### config.mk
export PLATFORM = sky130hd
export DESIGN_NAME = cna_out
export DESIGN_NICKNAME = d
export VERILOG_FILES = /design/src/hw/rtl/cna_pkg.sv /design/src/hw/rtl/cna_out.sv
export SDC_FILE = /design/constraint.sdc
export NUM_CORES = 1
export LEC_CHECK = 0
export BUFFER_PORTS_ARGS = -buffer_cell sky130_fd_sc_hd__buf_2
export CELL_PAD_IN_SITES_DETAIL_PLACEMENT = 0
export CELL_PAD_IN_SITES_GLOBAL_PLACEMENT = 1
export CORE_AREA = 2 2 230 232
export CTS_CLUSTER_DIAMETER = 30
export DETAILED_ROUTE_END_ITERATION = 12
export DIE_AREA = 0 0 232 234
export PLACE_DENSITY = 0.46
export SYNTH_ARGS = -nofsm -noshare
export SYNTH_HDL_FRONTEND = slang
export SYNTH_SLANG_ARGS = --single-unit
### constraint.sdc
create_clock -name clk -period 4.25 [get_ports clk]
set_input_delay 0.85 -clock clk [delete_from_list [all_inputs] [get_ports clk]]
set_output_delay 0.85 -clock clk [all_outputs]
set_load 0.1 [all_outputs]
### src/hw/rtl/cna_pkg.sv
`timescale 1ns / 1ps

package cna_pkg;

  // Operation codes carried in the input tuser field.
  typedef enum logic [2:0] {
    OP_ADD = 3'd0,
    OP_SUB = 3'd1,
    OP_MUL = 3'd2,
    OP_DIV = 3'd3,
    OP_NEG = 3'd4,
    OP_MAG = 3'd5,
    OP_CMP = 3'd6
  } op_t;

  localparam logic [31:0] SAT_POS = 32'h7FFF_FFFF;
  localparam logic [31:0] SAT_NEG = 32'h8000_0000;

  // Quotient bits produced by the divider chain (bits 32 down to 0).
  localparam int DIV_STEPS = 33;
  // Result bits produced by the square root chain.
  localparam int SQRT_STEPS = 32;

  typedef struct packed {
    logic        sat;
    logic [31:0] val;
  } clamp_t;

  // Products and early results after the multiplier stage.
  typedef struct packed {
    op_t                op;
    logic [31:0]        pre_re;
    logic [31:0]        pre_im;
    logic               pre_sat;
    logic               eq;
    logic signed [63:0] p0;
    logic signed [63:0] p1;
    logic signed [63:0] p2;
    logic signed [63:0] p3;
    logic signed [63:0] p4;
    logic signed [63:0] p5;
  } prod_t;

  // Sign-magnitude numerators and the divisor (or magnitude radicand).
  typedef struct packed {
    op_t         op;
    logic [31:0] pre_re;
    logic [31:0] pre_im;
    logic        pre_sat;
    logic        eq;
    logic        neg_re;
    logic        neg_im;
    logic [63:0] mag_re;
    logic [63:0] mag_im;
    logic [63:0] d;
  } num_t;

  // State of the divider and square root lanes.
  typedef struct packed {
    op_t         op;
    logic [31:0] pre_re;
    logic [31:0] pre_im;
    logic        pre_sat;
    logic        eq;
    logic        neg_re;
    logic        neg_im;
    logic        ovf_re;
    logic        ovf_im;
    logic [63:0] d;
    logic [63:0] r_re;
    logic [63:0] r_im;
    logic [32:0] lo_re;
    logic [32:0] lo_im;
    logic [32:0] q_re;
    logic [32:0] q_im;
    logic [63:0] sx;
    logic [63:0] sres;
  } div_t;

  typedef struct packed {
    logic [31:0] res_re;
    logic [31:0] res_im;
    logic        is_equal;
    logic        div_zero;
    logic        saturated;
  } res_t;

  // Saturate a sign-magnitude value to a signed 32-bit word.
  function automatic clamp_t clamp_sm(logic neg, logic [63:0] mag);
    clamp_t c;
    c.sat = 1'b0;
    c.val = mag[31:0];
    if (neg && (mag != 64'd0)) begin
      if (mag > 64'h0000_0000_8000_0000) begin
        c.sat = 1'b1;
        c.val = SAT_NEG;
      end else begin
        c.val = 32'd0 - mag[31:0];
      end
    end else if (mag > 64'h0000_0000_7FFF_FFFF) begin
      c.sat = 1'b1;
      c.val = SAT_POS;
    end
    return c;
  endfunction

endpackage

### src/hw/rtl/cna_out.sv
`timescale 1ns / 1ps

module cna_out import cna_pkg::*; (
  input  logic clk,
  input  logic rst,
  input  logic valid_in,
  output logic ready_in,
  input  div_t data_in,
  output logic valid_out,
  input  logic ready_out,
  output res_t data_out
);

  logic   v;
  res_t   res_next;
  clamp_t c_re, c_im;

  always_comb begin
    c_re = data_in.ovf_re ? clamp_sm(data_in.neg_re, 64'h0000_0001_0000_0000)
                          : clamp_sm(data_in.neg_re, {31'd0, data_in.q_re});
    c_im = data_in.ovf_im ? clamp_sm(data_in.neg_im, 64'h0000_0001_0000_0000)
                          : clamp_sm(data_in.neg_im, {31'd0, data_in.q_im});
    res_next = '0;
    case (data_in.op) inside
      OP_ADD, OP_SUB, OP_MUL, OP_NEG, OP_CMP: begin
        res_next.res_re    = data_in.pre_re;
        res_next.res_im    = data_in.pre_im;
        res_next.saturated = data_in.pre_sat;
        res_next.is_equal  = data_in.eq;
      end
      OP_DIV: begin
        if (data_in.d == 64'd0) begin
          res_next.div_zero = 1'b1;
        end else begin
          res_next.res_re    = c_re.val;
          res_next.res_im    = c_im.val;
          res_next.saturated = c_re.sat | c_im.sat;
        end
      end
      OP_MAG: begin
        c_re               = clamp_sm(1'b0, data_in.sres);
        res_next.res_re    = c_re.val;
        res_next.saturated = c_re.sat;
      end
      default: begin
        res_next = '0;
      end
    endcase
  end

  assign ready_in  = !v || ready_out;
  assign valid_out = v;

  always_ff @(posedge clk) begin
    if (rst) begin
      v <= 1'b0;
    end else if (ready_in) begin
      v <= valid_in;
    end
  end

  always_ff @(posedge clk) begin
    if (ready_in && valid_in) begin
      data_out <= res_next;
    end
  end

endmodule

Word level (Yosys, flattened, before mapping)
Index checks and enable logic that the tools add are counted.
- bits of input ports: 529
- bits in registers: 68
- reductions and logical operators: 11
- multiplexer cells: 24
- equality and inequality tests: 6
- bitwise gates (word level): 2
- add/sub/neg operators: 2
- $lt $le $gt $ge: 5
- operators with widths (kind ; count):
    $mux 32 ; 9
    $mux 33 ; 7
    $gt 33x31->1 const B ; 2
    $gt 33x32->1 const B ; 2
    $reduce_bool 33->1 ; 2
    $gt 64x31->1 const B ; 1
    $logic_not 64->1 ; 1
    $mux 64 ; 1
    $sub 1x32->32 const A ; 2
    $eq 3x3->1 const B ; 3
    $mux 1 ; 7
    $eq 3x2->1 const B ; 2
    $reduce_or 6->1 ; 1
    $reduce_or 5->1 ; 1
    $eq 3x1->1 const B ; 1
    $logic_and 1x1->1 ; 3
    $logic_not 3->1 ; 1
    $logic_not 1->1 ; 1
    $logic_or 1x1->1 ; 1
    $not 1->1 ; 1
    $or 1x1->1 ; 1

Depth between registers and ports, before layout
- depth in word-level cells: 8
- gate-level depth with buffers: 11
- gate-level depth less buffers: 8

Worst setup path after synthesis
No wires, ideal clock.
- path kind: in2reg
- start: input ready_out
- end: register data_out[0] in the netlist's numbering, enable pin
- library setup time: 0.432 ns
- path slack: 0.472 ns
- path buffers: 0
- stages on the path: 2
- arrival time: 3.346 ns
- path through: nand2b_1 and2_1
- cells in the longest elaborated chain, start to end: 2
- ends and longest elaborated chain (what ; line ; text):
    start: declaration ; cna_out.sv:10 ; input logic ready_out,
    $logic_or 1x1->1 ; cna_out.sv:51 ; assign ready_in = !v || ready_out;
    $logic_and 1x1->1 ; cna_out.sv:63 ; if (ready_in && valid_in) begin
    end signal: assignment ; cna_out.sv:64 ; data_out <= res_next;
    end: declaration ; cna_out.sv:11 ; output res_t data_out
Every way passes these cells.
A chain may end at the register's enable or synchronous reset.

==> metrics.md <==
| Metric | Value |
|---|---|
| Outcome | finished, final reports clean |
| CTS Hold Bufs | 0 |
| Worst-skew pair later-pin latency | around 0.38 ns |
| Gr ovfl total | 0 |
| Average instance area after synthesis | 8.29 um^2 |
| CTS Buf Count | 9 |
| Setup Skew | roughly 0.022 ns |
| CTS tree | built |
| IO Count | 598 |
| Initial Util | 0.117 |
| Die area | approximately 54000 um^2 |
| WHS Endpoint | valid_out |
| Yosys reg bits | 68 |
| Worst r2r path cells | 2 |
| RSZ-0062 raised after global routing | no |
| Largest net degree at the start of global routing | 68 |
| Total of max-cap violations | 0 |
| Yosys top cell area share | 0.331 |
| PortBufs | 339 |
| Start point of the worst min-delay path | valid_out |
| GRT Overall Usage | 0.144 |
| Tcrit/Tclk final | 0.867 |
| FF-to-FF Start | valid_out |
| Drt via density | 4.44 |
| PD cells | between 200 and 300 nW/um^2 |
| Hold Fails Final Rpt | 0 |
| Final Critical Period | around 3.7 ns |
| Met3 WL | roughly 3400 um |
| WL met2 | 19000 um |
| Wirelength per Cell | about 22 um |
| Critical path launch point type | input pin |
| Area delta synth->final | 52.9% |
| Max Clock Freq | approximately 0.27 GHz |
| Top sig layer | met5 |
| Commonest non-fill, non-tap cell in the layout | buf_2 |
| Final core occ | 0.179 |
| Crit path max fanout | 6 |
| Async S/R FF share, synth | 0 |
| Vias in the first global route | 7967 |
| Clock-pin slew of the registers on the worst-case setup and hold paths | ~0.07 ns |
| Sequential share of the synthesized area | 0.334 |
| DRT Pass-1 Iters | 4 |
| CP arrival | between 3 and 4 ns |
| Maximum VDD drop | between 0.15 and 0.2 mV |
| Syn Nets | approximately 1300 |
| Crit Path Class | input pin to register |
| Slew headroom | 0.202 |
| DIE HEIGHT | around 230 um |
| Share of post-route cells with drive strength above 1 | 0.411 |
| Initial antenna violation count | 8 |
| Initial DRC count | 586 |
| Rows | 84 |
| Most frequent cells in the layout | buf_2, nor2_1, edfxtp_1 |
| Post-synth top area cell | edfxtp_1 |
| Residual DRC | 0 |
| Top_reg_cell synth | edfxtp_1 |
| Hold path depth | 2 |
| Netlist cell types | 76 |
| Syn. warnings | 0 |
| Die width | about 230 um |
| Final setup viols | 0 |
| Sink Count | between 60 and 70 |
| M1 WL | 17000 um |
| Post-CTS Repair Setup Buffers | 0 |
| FILL cells | 5984 |
| Total negative slack | 0 ns |
| Number of enable flip-flop cells after synthesis | 67 |
| Worst-margin pin slew | 1.19 ns |
| Worst path required time | 4.38 ns |
| Via count | between 7000 and 8000 |
| FF-to-FF End | data_out[64] |
| Leak | about 3.6 nW |
| Top post-synthesis cells by area | edfxtp_1, nor4_1, a21oi_1, nor2_1, nand4_1 |
| H-tree Lvls | 3 |
| Crit path capture type | register |
| Final Net Count | 1629 |
| DRT Wirelength | approximately 40000 um |
| Cell count after synthesis | roughly 730 |
| First-pass GRT wire length | between 50000 and 60000 um |
| Cell Area, Synth | 6080 um^2 |
| RD Place Congestion | between 0.8 and 0.9 |
| Worst hold path type | register to register |
| Pins Over Slew Limit | 0 |
| DRT antenna net count | 0 |
| Clock Tree Buf Depth | 2 |
| CTS root buf | clkbuf_16 |
| Core Area | approximately 52000 um^2 |
| R2R setup slack | between 2 and 3 ns |
| Post-cts resize count | 0 |
| Detail Placement HPWL | approximately 33000 um |
## synth_stat cells (all sizes together), types with 11 or more instances
cell type / n
nor4: 53
a21oi: 54
nor2: 70
and2: 14
o22ai: 19
nor3: 29
a31oi: 20
nand3: 20
or4: 12
clkbuf: 43
nand2: 46
inv: 26
nand4: 38
edfxtp: 67
a21o: 20
or3: 11
o21ai: 15
## cell type report
class                           instances  area (um^2)  area share
Timing Repair Buffer                  402         2220       0.239
Multi-Input combinational cell        588         3770       0.405
Clock inverter                          7         82.6     0.00889
Clock buffer                            9          225      0.0242
Tap cell                              688          861      0.0926
Antenna cell                            2         5.00    0.000539
Sequential cell                        68         2030       0.219
Inverter                               27          101      0.0109
## metal layers
layer | GRT usage | vias to the layer above
li1 | - | 3700
met1 | 0.176 | 3808
met2 | 0.247 | 406
met3 | 0.0455 | 34
met4 | 0.0278 | 8
met5 | 0 | -
## where the power goes
group          leakage [nW]  switching (mW)  internal, mW
Clock                 0.145           0.380         0.466
Sequential            0.662          0.0143         0.805
Combinational          2.77           0.737         0.257
Total                  3.58            1.13          1.53
## flip-flops by register name, indices dropped and copies added, names as in the netlist
name       count
data_out      67
valid_out      1
## worst max path at each step
stage / slack [ns] / to / start / cells past startpoint
after CTS: 0.50 / data_out[61] / data_in[161] / 11
after global routing: 0.45 / data_out[61] / data_in[161] / 11
after detailed placement: 0.08 / data_out[61] / data_in[161] / 11
after floorplan: 0.47 / data_out[0] / ready_out / 2
after global placement: 0.09 / data_out[61] / data_in[161] / 11
final: 0.57 / data_out[61] / data_in[161] / 11
## stage by stage
stage	hold WS (ns)	cells	setup WS, ns	cell area (um^2)	total power, mW
4_1_cts	0.519	1789	0.501	9290	2.71
2_1_floorplan	0.919	733	0.472	6080	1.43
3_3_place_gp	0.501	1773	0.0880	8980	1.84
3_5_place_dp	0.509	1773	0.0835	8980	1.84
5_1_grt	0.538	1789	0.451	9290	2.79
6_report	0.517	1791	0.565	9290	2.66
## cell families after synthesis
kind of cell / share of synthesized area
AO/OA/AOI/OAI: 0.286
AND/OR/NAND/NOR: 0.297
buffers and inverters: 0.0521
flip-flops: 0.334
adder cells (fa/ha/maj): 0.00824
multiplexers: 0.00535
XOR/XNOR: 0.0173
## worst max-delay path: stages
cell and delay [ns]:
buf_2 0.14, inv_1 0.08, ha_1 0.20, or3b_2 0.47, or4_4 0.56, o41ai_4 0.42, buf_4 0.18, nor4_1 0.04
a2111oi_0 0.62, buf_4 0.21, nor2_1 0.04
Power figures use the tool's default switching activity.
