File: config.mk
export PLATFORM = sky130hd
export DESIGN_NAME = cna_sum
export DESIGN_NICKNAME = d
export VERILOG_FILES = /design/src/hw/rtl/cna_pkg.sv /design/src/hw/rtl/cna_sum.sv
export SDC_FILE = /design/constraint.sdc
export NUM_CORES = 1
export LEC_CHECK = 0
export ABC_AREA = 1
export BUFFER_PORTS_ARGS = -buffer_cell sky130_fd_sc_hd__buf_2
export CAP_MARGIN = 0
export CORE_MARGIN = 4
export CORE_UTILIZATION = 54
export DETAILED_ROUTE_END_ITERATION = 8
export PLACE_DENSITY = 0.77
export SYNTH_ARGS = -nofsm -noshare
export SYNTH_HDL_FRONTEND = slang
export SYNTH_SLANG_ARGS = --single-unit
export TNS_END_PERCENT = 50
File: constraint.sdc
create_clock -name clk -period 27.7 [get_ports clk]
set_clock_uncertainty 0.1 [all_clocks]
set_input_delay 2.77 -clock clk [delete_from_list [all_inputs] [get_ports clk]]
set_output_delay 2.77 -clock clk [all_outputs]
set_load 0.1 [all_outputs]
File: src/hw/rtl/cna_pkg.sv
`timescale 1ns / 1ps

package cna_pkg;

  // Operation codes carried in the input tuser field.
  typedef enum logic [2:0] {
    OP_ADD = 3'd0,
    OP_SUB = 3'd1,
    OP_MUL = 3'd2,
    OP_DIV = 3'd3,
    OP_NEG = 3'd4,
    OP_MAG = 3'd5,
    OP_CMP = 3'd6
  } op_t;

  localparam logic [31:0] SAT_POS = 32'h7FFF_FFFF;
  localparam logic [31:0] SAT_NEG = 32'h8000_0000;

  // Quotient bits produced by the divider chain (bits 32 down to 0).
  localparam int DIV_STEPS = 33;
  // Result bits produced by the square root chain.
  localparam int SQRT_STEPS = 32;

  typedef struct packed {
    logic        sat;
    logic [31:0] val;
  } clamp_t;

  // Products and early results after the multiplier stage.
  typedef struct packed {
    op_t                op;
    logic [31:0]        pre_re;
    logic [31:0]        pre_im;
    logic               pre_sat;
    logic               eq;
    logic signed [63:0] p0;
    logic signed [63:0] p1;
    logic signed [63:0] p2;
    logic signed [63:0] p3;
    logic signed [63:0] p4;
    logic signed [63:0] p5;
  } prod_t;

  // Sign-magnitude numerators and the divisor (or magnitude radicand).
  typedef struct packed {
    op_t         op;
    logic [31:0] pre_re;
    logic [31:0] pre_im;
    logic        pre_sat;
    logic        eq;
    logic        neg_re;
    logic        neg_im;
    logic [63:0] mag_re;
    logic [63:0] mag_im;
    logic [63:0] d;
  } num_t;

  // State of the divider and square root lanes.
  typedef struct packed {
    op_t         op;
    logic [31:0] pre_re;
    logic [31:0] pre_im;
    logic        pre_sat;
    logic        eq;
    logic        neg_re;
    logic        neg_im;
    logic        ovf_re;
    logic        ovf_im;
    logic [63:0] d;
    logic [63:0] r_re;
    logic [63:0] r_im;
    logic [32:0] lo_re;
    logic [32:0] lo_im;
    logic [32:0] q_re;
    logic [32:0] q_im;
    logic [63:0] sx;
    logic [63:0] sres;
  } div_t;

  typedef struct packed {
    logic [31:0] res_re;
    logic [31:0] res_im;
    logic        is_equal;
    logic        div_zero;
    logic        saturated;
  } res_t;

  // Saturate a sign-magnitude value to a signed 32-bit word.
  function automatic clamp_t clamp_sm(logic neg, logic [63:0] mag);
    clamp_t c;
    c.sat = 1'b0;
    c.val = mag[31:0];
    if (neg && (mag != 64'd0)) begin
      if (mag > 64'h0000_0000_8000_0000) begin
        c.sat = 1'b1;
        c.val = SAT_NEG;
      end else begin
        c.val = 32'd0 - mag[31:0];
      end
    end else if (mag > 64'h0000_0000_7FFF_FFFF) begin
      c.sat = 1'b1;
      c.val = SAT_POS;
    end
    return c;
  endfunction

endpackage

File: src/hw/rtl/cna_sum.sv
`timescale 1ns / 1ps

module cna_sum import cna_pkg::*; #(
  parameter int FRAC_BITS = 16
) (
  input  logic  clk,
  input  logic  rst,
  input  logic  valid_in,
  output logic  ready_in,
  input  prod_t data_in,
  output logic  valid_out,
  input  logic  ready_out,
  output num_t  data_out
);

  typedef struct packed {
    op_t                op;
    logic [31:0]        pre_re;
    logic [31:0]        pre_im;
    logic               pre_sat;
    logic               eq;
    logic signed [64:0] s_re;
    logic signed [64:0] s_im;
    logic [63:0]        d;
  } sums_t;

  sums_t sums, sums_next;
  num_t  num_next;
  logic  v2, v3, rdy2, rdy3;
  logic [64:0] neg_re_full, neg_im_full;
  clamp_t c_re, c_im;

  // First stage: exact sums of the product pairs.
  always_comb begin
    sums_next.op      = data_in.op;
    sums_next.pre_re  = data_in.pre_re;
    sums_next.pre_im  = data_in.pre_im;
    sums_next.pre_sat = data_in.pre_sat;
    sums_next.eq      = data_in.eq;
    if (data_in.op == OP_MUL) begin
      sums_next.s_re = {data_in.p0[63], data_in.p0} - {data_in.p1[63], data_in.p1};
      sums_next.s_im = {data_in.p2[63], data_in.p2} + {data_in.p3[63], data_in.p3};
    end else begin
      sums_next.s_re = {data_in.p0[63], data_in.p0} + {data_in.p1[63], data_in.p1};
      sums_next.s_im = {data_in.p2[63], data_in.p2} - {data_in.p3[63], data_in.p3};
    end
    sums_next.d = data_in.p4 + data_in.p5;
  end

  // Second stage: sign and magnitude; the multiply result is finished here.
  always_comb begin
    neg_re_full = 65'd0 - sums.s_re;
    neg_im_full = 65'd0 - sums.s_im;
    num_next.op     = sums.op;
    num_next.eq     = sums.eq;
    num_next.d      = sums.d;
    num_next.neg_re = sums.s_re[64];
    num_next.neg_im = sums.s_im[64];
    num_next.mag_re = sums.s_re[64] ? neg_re_full[63:0] : sums.s_re[63:0];
    num_next.mag_im = sums.s_im[64] ? neg_im_full[63:0] : sums.s_im[63:0];
    c_re = clamp_sm(num_next.neg_re, num_next.mag_re >> FRAC_BITS);
    c_im = clamp_sm(num_next.neg_im, num_next.mag_im >> FRAC_BITS);
    if (sums.op == OP_MUL) begin
      num_next.pre_re  = c_re.val;
      num_next.pre_im  = c_im.val;
      num_next.pre_sat = c_re.sat | c_im.sat;
    end else begin
      num_next.pre_re  = sums.pre_re;
      num_next.pre_im  = sums.pre_im;
      num_next.pre_sat = sums.pre_sat;
    end
  end

  assign rdy3      = !v3 || ready_out;
  assign rdy2      = !v2 || rdy3;
  assign ready_in  = rdy2;
  assign valid_out = v3;

  always_ff @(posedge clk) begin
    if (rst) begin
      v2 <= 1'b0;
      v3 <= 1'b0;
    end else begin
      if (rdy2) begin
        v2 <= valid_in;
      end
      if (rdy3) begin
        v3 <= v2;
      end
    end
  end

  always_ff @(posedge clk) begin
    if (rdy2 && valid_in) begin
      sums <= sums_next;
    end
    if (rdy3 && v2) begin
      data_out <= num_next;
    end
  end

endmodule

Yosys cells after proc, flatten, opt, wreduce, memory -nomap -nowiden --
Index checks and enable logic that the tools add are counted. W data, S select, Z words.
Word-level totals: register bits after elaboration 528, bits in latches 0, memory bits (writable) 0, bits in read-only memories 0, output and inout bits 265, memories 0
Operators by class: add/subtract/negate cells 9, $mul 0, divide/modulo/power cells 0, $lt $le $gt $ge 4, eq/ne operators 2, shift-type cells 0, mux-type cells 12, bitwise logic cells 1, reductions and logical operators 10
Operators with widths (number):
- $mux W33 | 4
- $add A64 B64 Y65 | 2
- $mux W130 | 1
- $sub A64 B64 Y65 | 2
- $mux W64 | 2
- $reduce_bool A64 Y1 | 2
- $sub A1 B64 Y64 const A | 2
- $gt A48 B31 Y1 const B | 2
- $gt A48 B32 Y1 const B | 2
- $mux W65 | 1
- $add A64 B64 Y64 | 1
- $mux W32 | 2
- $sub A1 B32 Y32 const A | 2
- $eq A3 B2 Y1 const B | 2
- $logic_and A1 B1 Y1 | 4
- $logic_not A1 Y1 | 2
- $logic_or A1 B1 Y1 | 2
- $mux W1 | 2
- $or A1 B1 Y1 | 1

Depth between registers and ports, before layout --
Gate-level depths: netlist of run 1.
word-level depth 7, gate-level depth with buffers 26, depth with buffers taken out 26

Least setup slack after synthesis of run 1 --
OpenSTA, ideal clock, no wires.
path type input -> register, start input port ready_out, end register data_out[0] in the netlist's numbering, enable pin, arrival 15.397 ns, required time 26.628 ns, path slack 11.230 ns, stages 2, cell sequence inv_1 a21oi_1
Between the ends: cells in the longest elaborated chain, start to end 2
Ends and longest elaborated chain:
- start, declared | line cna_sum.sv:12 | input logic ready_out,
- $logic_or A1 B1 Y1 | line cna_sum.sv:74 | assign rdy3 = !v3 || ready_out;
- $logic_and A1 B1 Y1 | line cna_sum.sv:97 | if (rdy3 && v2) begin
- end signal, assigned | line cna_sum.sv:98 | data_out <= num_next;
- end, declared | line cna_sum.sv:13 | output num_t data_out
No other way between the ends. A chain may end at the register's enable or synchronous reset.

==> impl_metrics.toml, run 1 <==
[outcome]
outcome = "finished clean"

[logic_synthesis]
synth.area.mux_share_pct = 0
synth-xor-area-share_pct = 8.42
async_flop_share_pct = 0
synth_flop_cell = "edfxtp_1"
synth_top_area_share_pct = 38.8
synth_top_family_by_area = "simple AND/OR/NAND/NOR gates"
yosysSeqAreaShare_pct = 38.9
synth_seq_cells = 528
yosys_warnings = 0
synth_cell_type_count = 54
yosys.area_share.simple_pct = 27.2
syn-num-nets = 6012
synth-compound-area-share_pct = 11.7
synth_fa_ha_area_share_pct = 6.30
synth.area.top_cells = "edfxtp_1, nand2_1, nor2_1"
synthCells = 5352
yosys.area.top_type = "edfxtp_1"
netlist_area_um2 = 40700
synth_edf_count = 526
avgSynthCellArea_um2 = 7.60

[clocking]
postCtsSetupRepairBufs = 0
cts_tree = "done"
cts.sinks = 528
holdBufCountCts = 0
cts_buffers = 59
htreeDepth = 2
cts-root-buf = "clkbuf_16"
clk_pin_slew_ns = 0.06
clkLatencyLatePin_ns = 0.64
cts-resized-gates = 0
clock_path_buffers = 3

[route]
met1_length_um = 60400
wl_met3_um = 14900
top_layer = "met5"
wirelength_um = 150000
vias_per_cell = 5.66
route.met2.wl_um = 67300
vias = 40300
drtAntennaViolNets = 0
drt_iter0_drc = 4310
drcViolationCount = 0
firstDrtPassIters = 8
wl_per_cell_um = 21.0

[sta]
finalSetupTns_ns = 0
max_freq_ghz = 0.137
setup_violations = 0
worst_slack_ns = 20.39
finalCriticalPeriod_ns = 7.31
max_slew_margin_pct = 23.3
hold_viol = 0
rsz0062_at_grt = "no"
finalCritPeriodShare_pct = 26.4
drv_slew = 0
worst_pin_slew_ns = 1.15

[floorplan]
core_area_um2 = 74600
die_area_um2 = 79700
die_w_um = 282
initial_core_util_pct = 54.5
die_h_um = 282
rows = 100
io_pins = 722

[power]
powerDensity_nw_per_um2 = 62.4
ir_worst_vdd_v = 0.0000491
total_power_mw = 2.94
total_leakage_power_nw = 21.1

[critical_path]
r2r-start = "sums[64]"
max_stage_delay_ns = 0.72
crit_type = "primary input to flop"
r2r_cells = 21
cp_max_fo = 66
required_ns = 27.97
worstSetupStartpointType = "primary input"
cp.arrival_ns = 7.58
cp-startpoint = "data_in[450]"
endpoint_kind = "flop"
slowest_stage = "nor3_2"
crit_chain = "buf_2, nor3_2, inv_2, buf_4, o31ai_1, xnor2_1, inv_1, ha_1, a21oi_1, nand2_1, a21oi_1, o21ai_0, a21boi_0, o21ai_0, a21boi_0, o21ai_0, a21oi_1, xnor2_1"

[flow_run]
drv_cap = 0

[finish]
drive_above_1_share_pct = 15.9
fin_util_pct = 63.2
syn2layout_area_growth_pct = 16.0
post-route-cell-area_um2 = 47200
finalNetCount = 6738

[global_routing]
grt_overflow = 0
first_global_vias = 38300
grt_use_total_pct = 35.8
antenna_found_initial = 19
grt_pass1_wl_um = 220000
grt_max_degree = 161

[placed_design]
dpl-instance-area_um2 = 45200
gp_congestion = 0.985
pre_cts_slack_ns = 19.92
port_buffers = 721
hpwlAfterDp_um = 123000

[min_path]
whs_path_depth = 0
hold_class = "flop to flop"
min-delay-start = "num_next[40]"
[routing by layer]
| layer | track usage (%) | vias to the layer above |
|---|---|---|
| met3 | 6.62 | 338 |
| li1 | - | 19300 |
| met5 | 0 | - |
| met2 | 57.6 | 2159 |
| met1 | 48.0 | 18500 |
| met4 | 14.6 | 6 |
[registers in the layout, indices dropped and copies added (netlist names)]
register and flops:
v2 1, sums 193, num_next 70, valid_out 1
data_out 263
[cells in the final DEF (no fill, tap or decap), types with 9 or more instances in the layout]
cell / instances
nand2_1: 1292
edfxtp_1: 526
nand3_1: 232
inv_2: 18
o21ai_1: 40
a31oi_1: 92
nand4_1: 74
ha_1: 200
nor4_1: 38
diode_2: 15
o21a_1: 31
o211ai_1: 16
nand3b_1: 29
o21bai_1: 19
nor2_1: 778
a21boi_0: 19
nor2_2: 37
buf_2: 721
nor2_4: 11
a21o_1: 12
a21oi_1: 338
clkbuf_16: 59
nor3_1: 53
inv_1: 673
nand2_2: 44
clkinv_2: 11
clkinv_1: 11
xor2_1: 245
xnor2_1: 146
clkbuf_1: 9
buf_4: 11
o21ai_0: 233
or2_2: 11
a221oi_1: 13
[synth_stat cells (38+ instances only)]
cell         n
a21oi_1    339
a31oi_1     92
edfxtp_1   526
ha_1       200
inv_1      676
nand2_1   1292
nand2_2     44
nand3_1    232
nand4_1     74
nor2_1     778
nor3_1      55
nor4_1      38
o21ai_0    233
o21ai_1     40
xnor2_1    146
xor2_1     245
[worst max-delay path, delay by kind of cell]
family / cells / cell delay, ns
adders and majority gates: 1 / 0.33
xor gates and xnor gates: 2 / 0.26
AOI/OAI and AO/OA: 9 / 2.58
and+or+nand+nor: 2 / 0.82
buffers and inverters: 4 / 0.76
[kinds of logic (layout without fill, tap and decap cells)]
| group | Yosys count | count (layout) |
|---|---|---|
| buf+inv | 761 | 1537 |
| fa+ha+maj | 203 | 203 |
| compound gates | 844 | 844 |
| simple gates | 2625 | 2625 |
| xor+xnor | 391 | 391 |
| flops | 528 | 528 |
| other cells | 0 | 15 |
[area by class of cell]
type | instances | area [µm²]
clock inverter | 43 | 419
fill | 6679 | 27400
sequential | 528 | 15800
multi-input combinational | 4063 | 21800
inverter | 693 | 2610
tap | 969 | 1210
antenna | 15 | 37.5
clock buffer | 68 | 1510
timing repair buffer | 733 | 3710
[per-stage QoR]
step / instances / hold WS (ns)
2_1_floorplan: 5352 / 0.300
6_report: 7112 / 0.312
3_3_place_gp: 6986 / 0.301
5_1_grt: 7108 / 0.323
3_5_place_dp: 6986 / 0.305
4_1_cts: 7097 / 0.315
[report_power, final]
part	internal, mW	total, mW	switching, mW
sequential	1.01	1.08	0.0687
clock	0.443	0.788	0.345
combinational	0.275	1.07	0.796
[final timing paths]
check | endpoint | slack (ns)
worst max-delay path | sums[175] | 20.39
worst min-delay path | data_out[40] | 0.31
worst max register to register | data_out[205] | 23.30
worst min register to register | data_out[40] | 0.31
(Power assumes the default switching activity.)
==> run 2, diff against run 1 <==
Clock period 27.7 ns to 7.4 ns, I/O delays scaled along.
==> run 2 against run 1 <==
Non-clock buffer count fell by 1. Wire length rose by 0.20%. Critical path depth fell by 2. Setup slack got worse by 19 ns.
==> impl_metrics.toml, run 2 (synthesis results as in run 1) <==
[route]
vias = 40200
drcViolationCount = 0
drtAntennaViolNets = 0
wirelength_um = 150000
drt_iter0_drc = 4805
wl_per_cell_um = 21.1
firstDrtPassIters = 8
vias_per_cell = 5.66

[sta]
max_slew_margin_pct = 29.8
drv_slew = 0
worst_pin_slew_ns = 1.05
hold_viol = 0
finalCritPeriodShare_pct = 76.3
max_freq_ghz = 0.177
setup_violations = 0
finalCriticalPeriod_ns = 5.64
worst_slack_ns = 1.76
rsz0062_at_grt = "no"
holdWs_ns = 0.180

[finish]
syn2layout_area_growth_pct = 15.6
top_register = "data_out"
finalNetCount = 6733
final_common_cell = "nand2_1"
post-route-cell-area_um2 = 47000
nFillCells = 6758
drive_above_1_share_pct = 15.7
final_cell_mix = "nand2_1, nor2_1, buf_2"
largest_reg_flops = 263

[power]
sw_frac_of_total_pct = 41.4
total_leakage_power_nw = 21.0
ir_worst_vdd_v = 0.000139
intPower_mw = 6.34
power_frac_clock_pct = 25.4
power_switching_mw = 4.47
seqPwrFrac_pct = 37.4
combinationalPowerShare_pct = 37.2
powerDensity_nw_per_um2 = 230

[global_routing]
grt_use_total_pct = 35.8
antenna_found_initial = 20
first_global_vias = 37600
grt_pass1_wl_um = 219000
grt_max_degree = 134
grt_overflow = 0

[critical_path]
crit_type = "primary input to flop"
r2r_setup_slack_ns = 2.94
cp-startpoint = "data_in[450]"
endpoint_kind = "flop"
r2r-start = "sums[130]"
worstSetupStartpointType = "primary input"
cp_max_fo = 40
required_ns = 7.67
cp.arrival_ns = 5.92

[clocking]
clkLatencyLatePin_ns = 0.63
clock_path_buffers = 3
holdBufCountCts = 0
cts_buffers = 55
cts_tree = "done"
clk_pin_slew_ns = 0.06
postCtsSetupRepairBufs = 0
htreeDepth = 2
cts-root-buf = "clkbuf_16"
cts.sinks = 528
cts-resized-gates = 0

[floorplan]
initial_core_util_pct = 54.5
die_area_um2 = 79700
core_area_um2 = 74600
io_pins = 722
rows = 100
die_w_um = 282
die_h_um = 282

[placed_design]
gp_congestion = 1.02
dpl-instance-area_um2 = 45200
hpwlAfterDp_um = 124000
port_buffers = 721
pre_cts_slack_ns = 1.33

[min_path]
min-delay-start = "data_in[403]"
hold_class = "primary input to flop"

[outcome]
outcome = "finished clean"

[flow_run]
drv_cap = 0
[run 2: cell types whose count changed in the layout (fill, tap and decap cells not counted), moves of 2 or more]
cell | previous run | this run
clkinv_2 | 11 | 5
clkbuf_16 | 59 | 55
clkinv_1 | 11 | 15
inv_8 | 5 | 1
buf_4 | 11 | 9
clkinvlp_4 | 3 | 5
diode_2 | 15 | 13
[run 2: final cells by class]
type                            instances  area (µm²)  share of cell area, %
Antenna cell                           13        32.5                 0.0692
Clock buffer                           63        1410                   2.99
Clock inverter                         39         360                  0.767
Inverter                              693        2610                   5.55
Multi-Input combinational cell       4063       21800                   46.4
Sequential cell                       528       15800                   33.7
Tap cell                              969        1210                   2.58
Timing Repair Buffer                  732        3720                   7.91
[run 2: power by group through the flow]
stage          sequential, mW  clock, mW  combinational (mW)
6_report                 4.05       2.74                4.02
5_1_grt                  4.07       2.90                4.31
4_1_cts                  4.03       2.77                3.95
3_5_place_dp             4.09          0                3.93
3_3_place_gp             4.09          0                3.90
2_1_floorplan            4.82          0                2.04
[run 2: per-layer routing]
layer,GRT usage (%),part of all wire [%],vias up
met2,57.7,45,2073
li1,-,-,19200
met5,0,0.040,-
met4,14.0,4.2,8
met3,5.98,9.3,303
met1,48.5,41,18600
[run 2: worst paths after layout]
check | to | depth (start not counted)
worst max register to register | data_out[238] | 22
worst max-delay path | sums[110] | 16
worst min-delay path | sums[213] | 1
worst min register to register | data_out[4] | 0
[run 2: worst max-delay path: stages]
cell and delay [ns]:
buf_2 0.11, nor3_2 0.85, inv_2 0.57, buf_4 0.42, o21ai_0 0.55, fa_1 0.33, nand3_1 0.08, nand2_1 0.10
a21oi_1 0.10, o21ai_0 0.25, a21boi_0 0.24, o21ai_0 0.54, a21boi_0 0.36, o21ai_0 0.35, a21oi_1 0.14, xnor2_1 0.14
[run 2: through the flow]
stage	std cells	power, mW	util [%]	setup TNS [ns]
after floorplan	5352	6.86	-	-62.16
after global placement	6985	7.99	60.6	0
after detailed placement	6985	8.02	60.6	0
after CTS	7087	10.7	63.0	0
after global routing	7098	11.3	63.0	0
final	7100	10.8	63.0	0
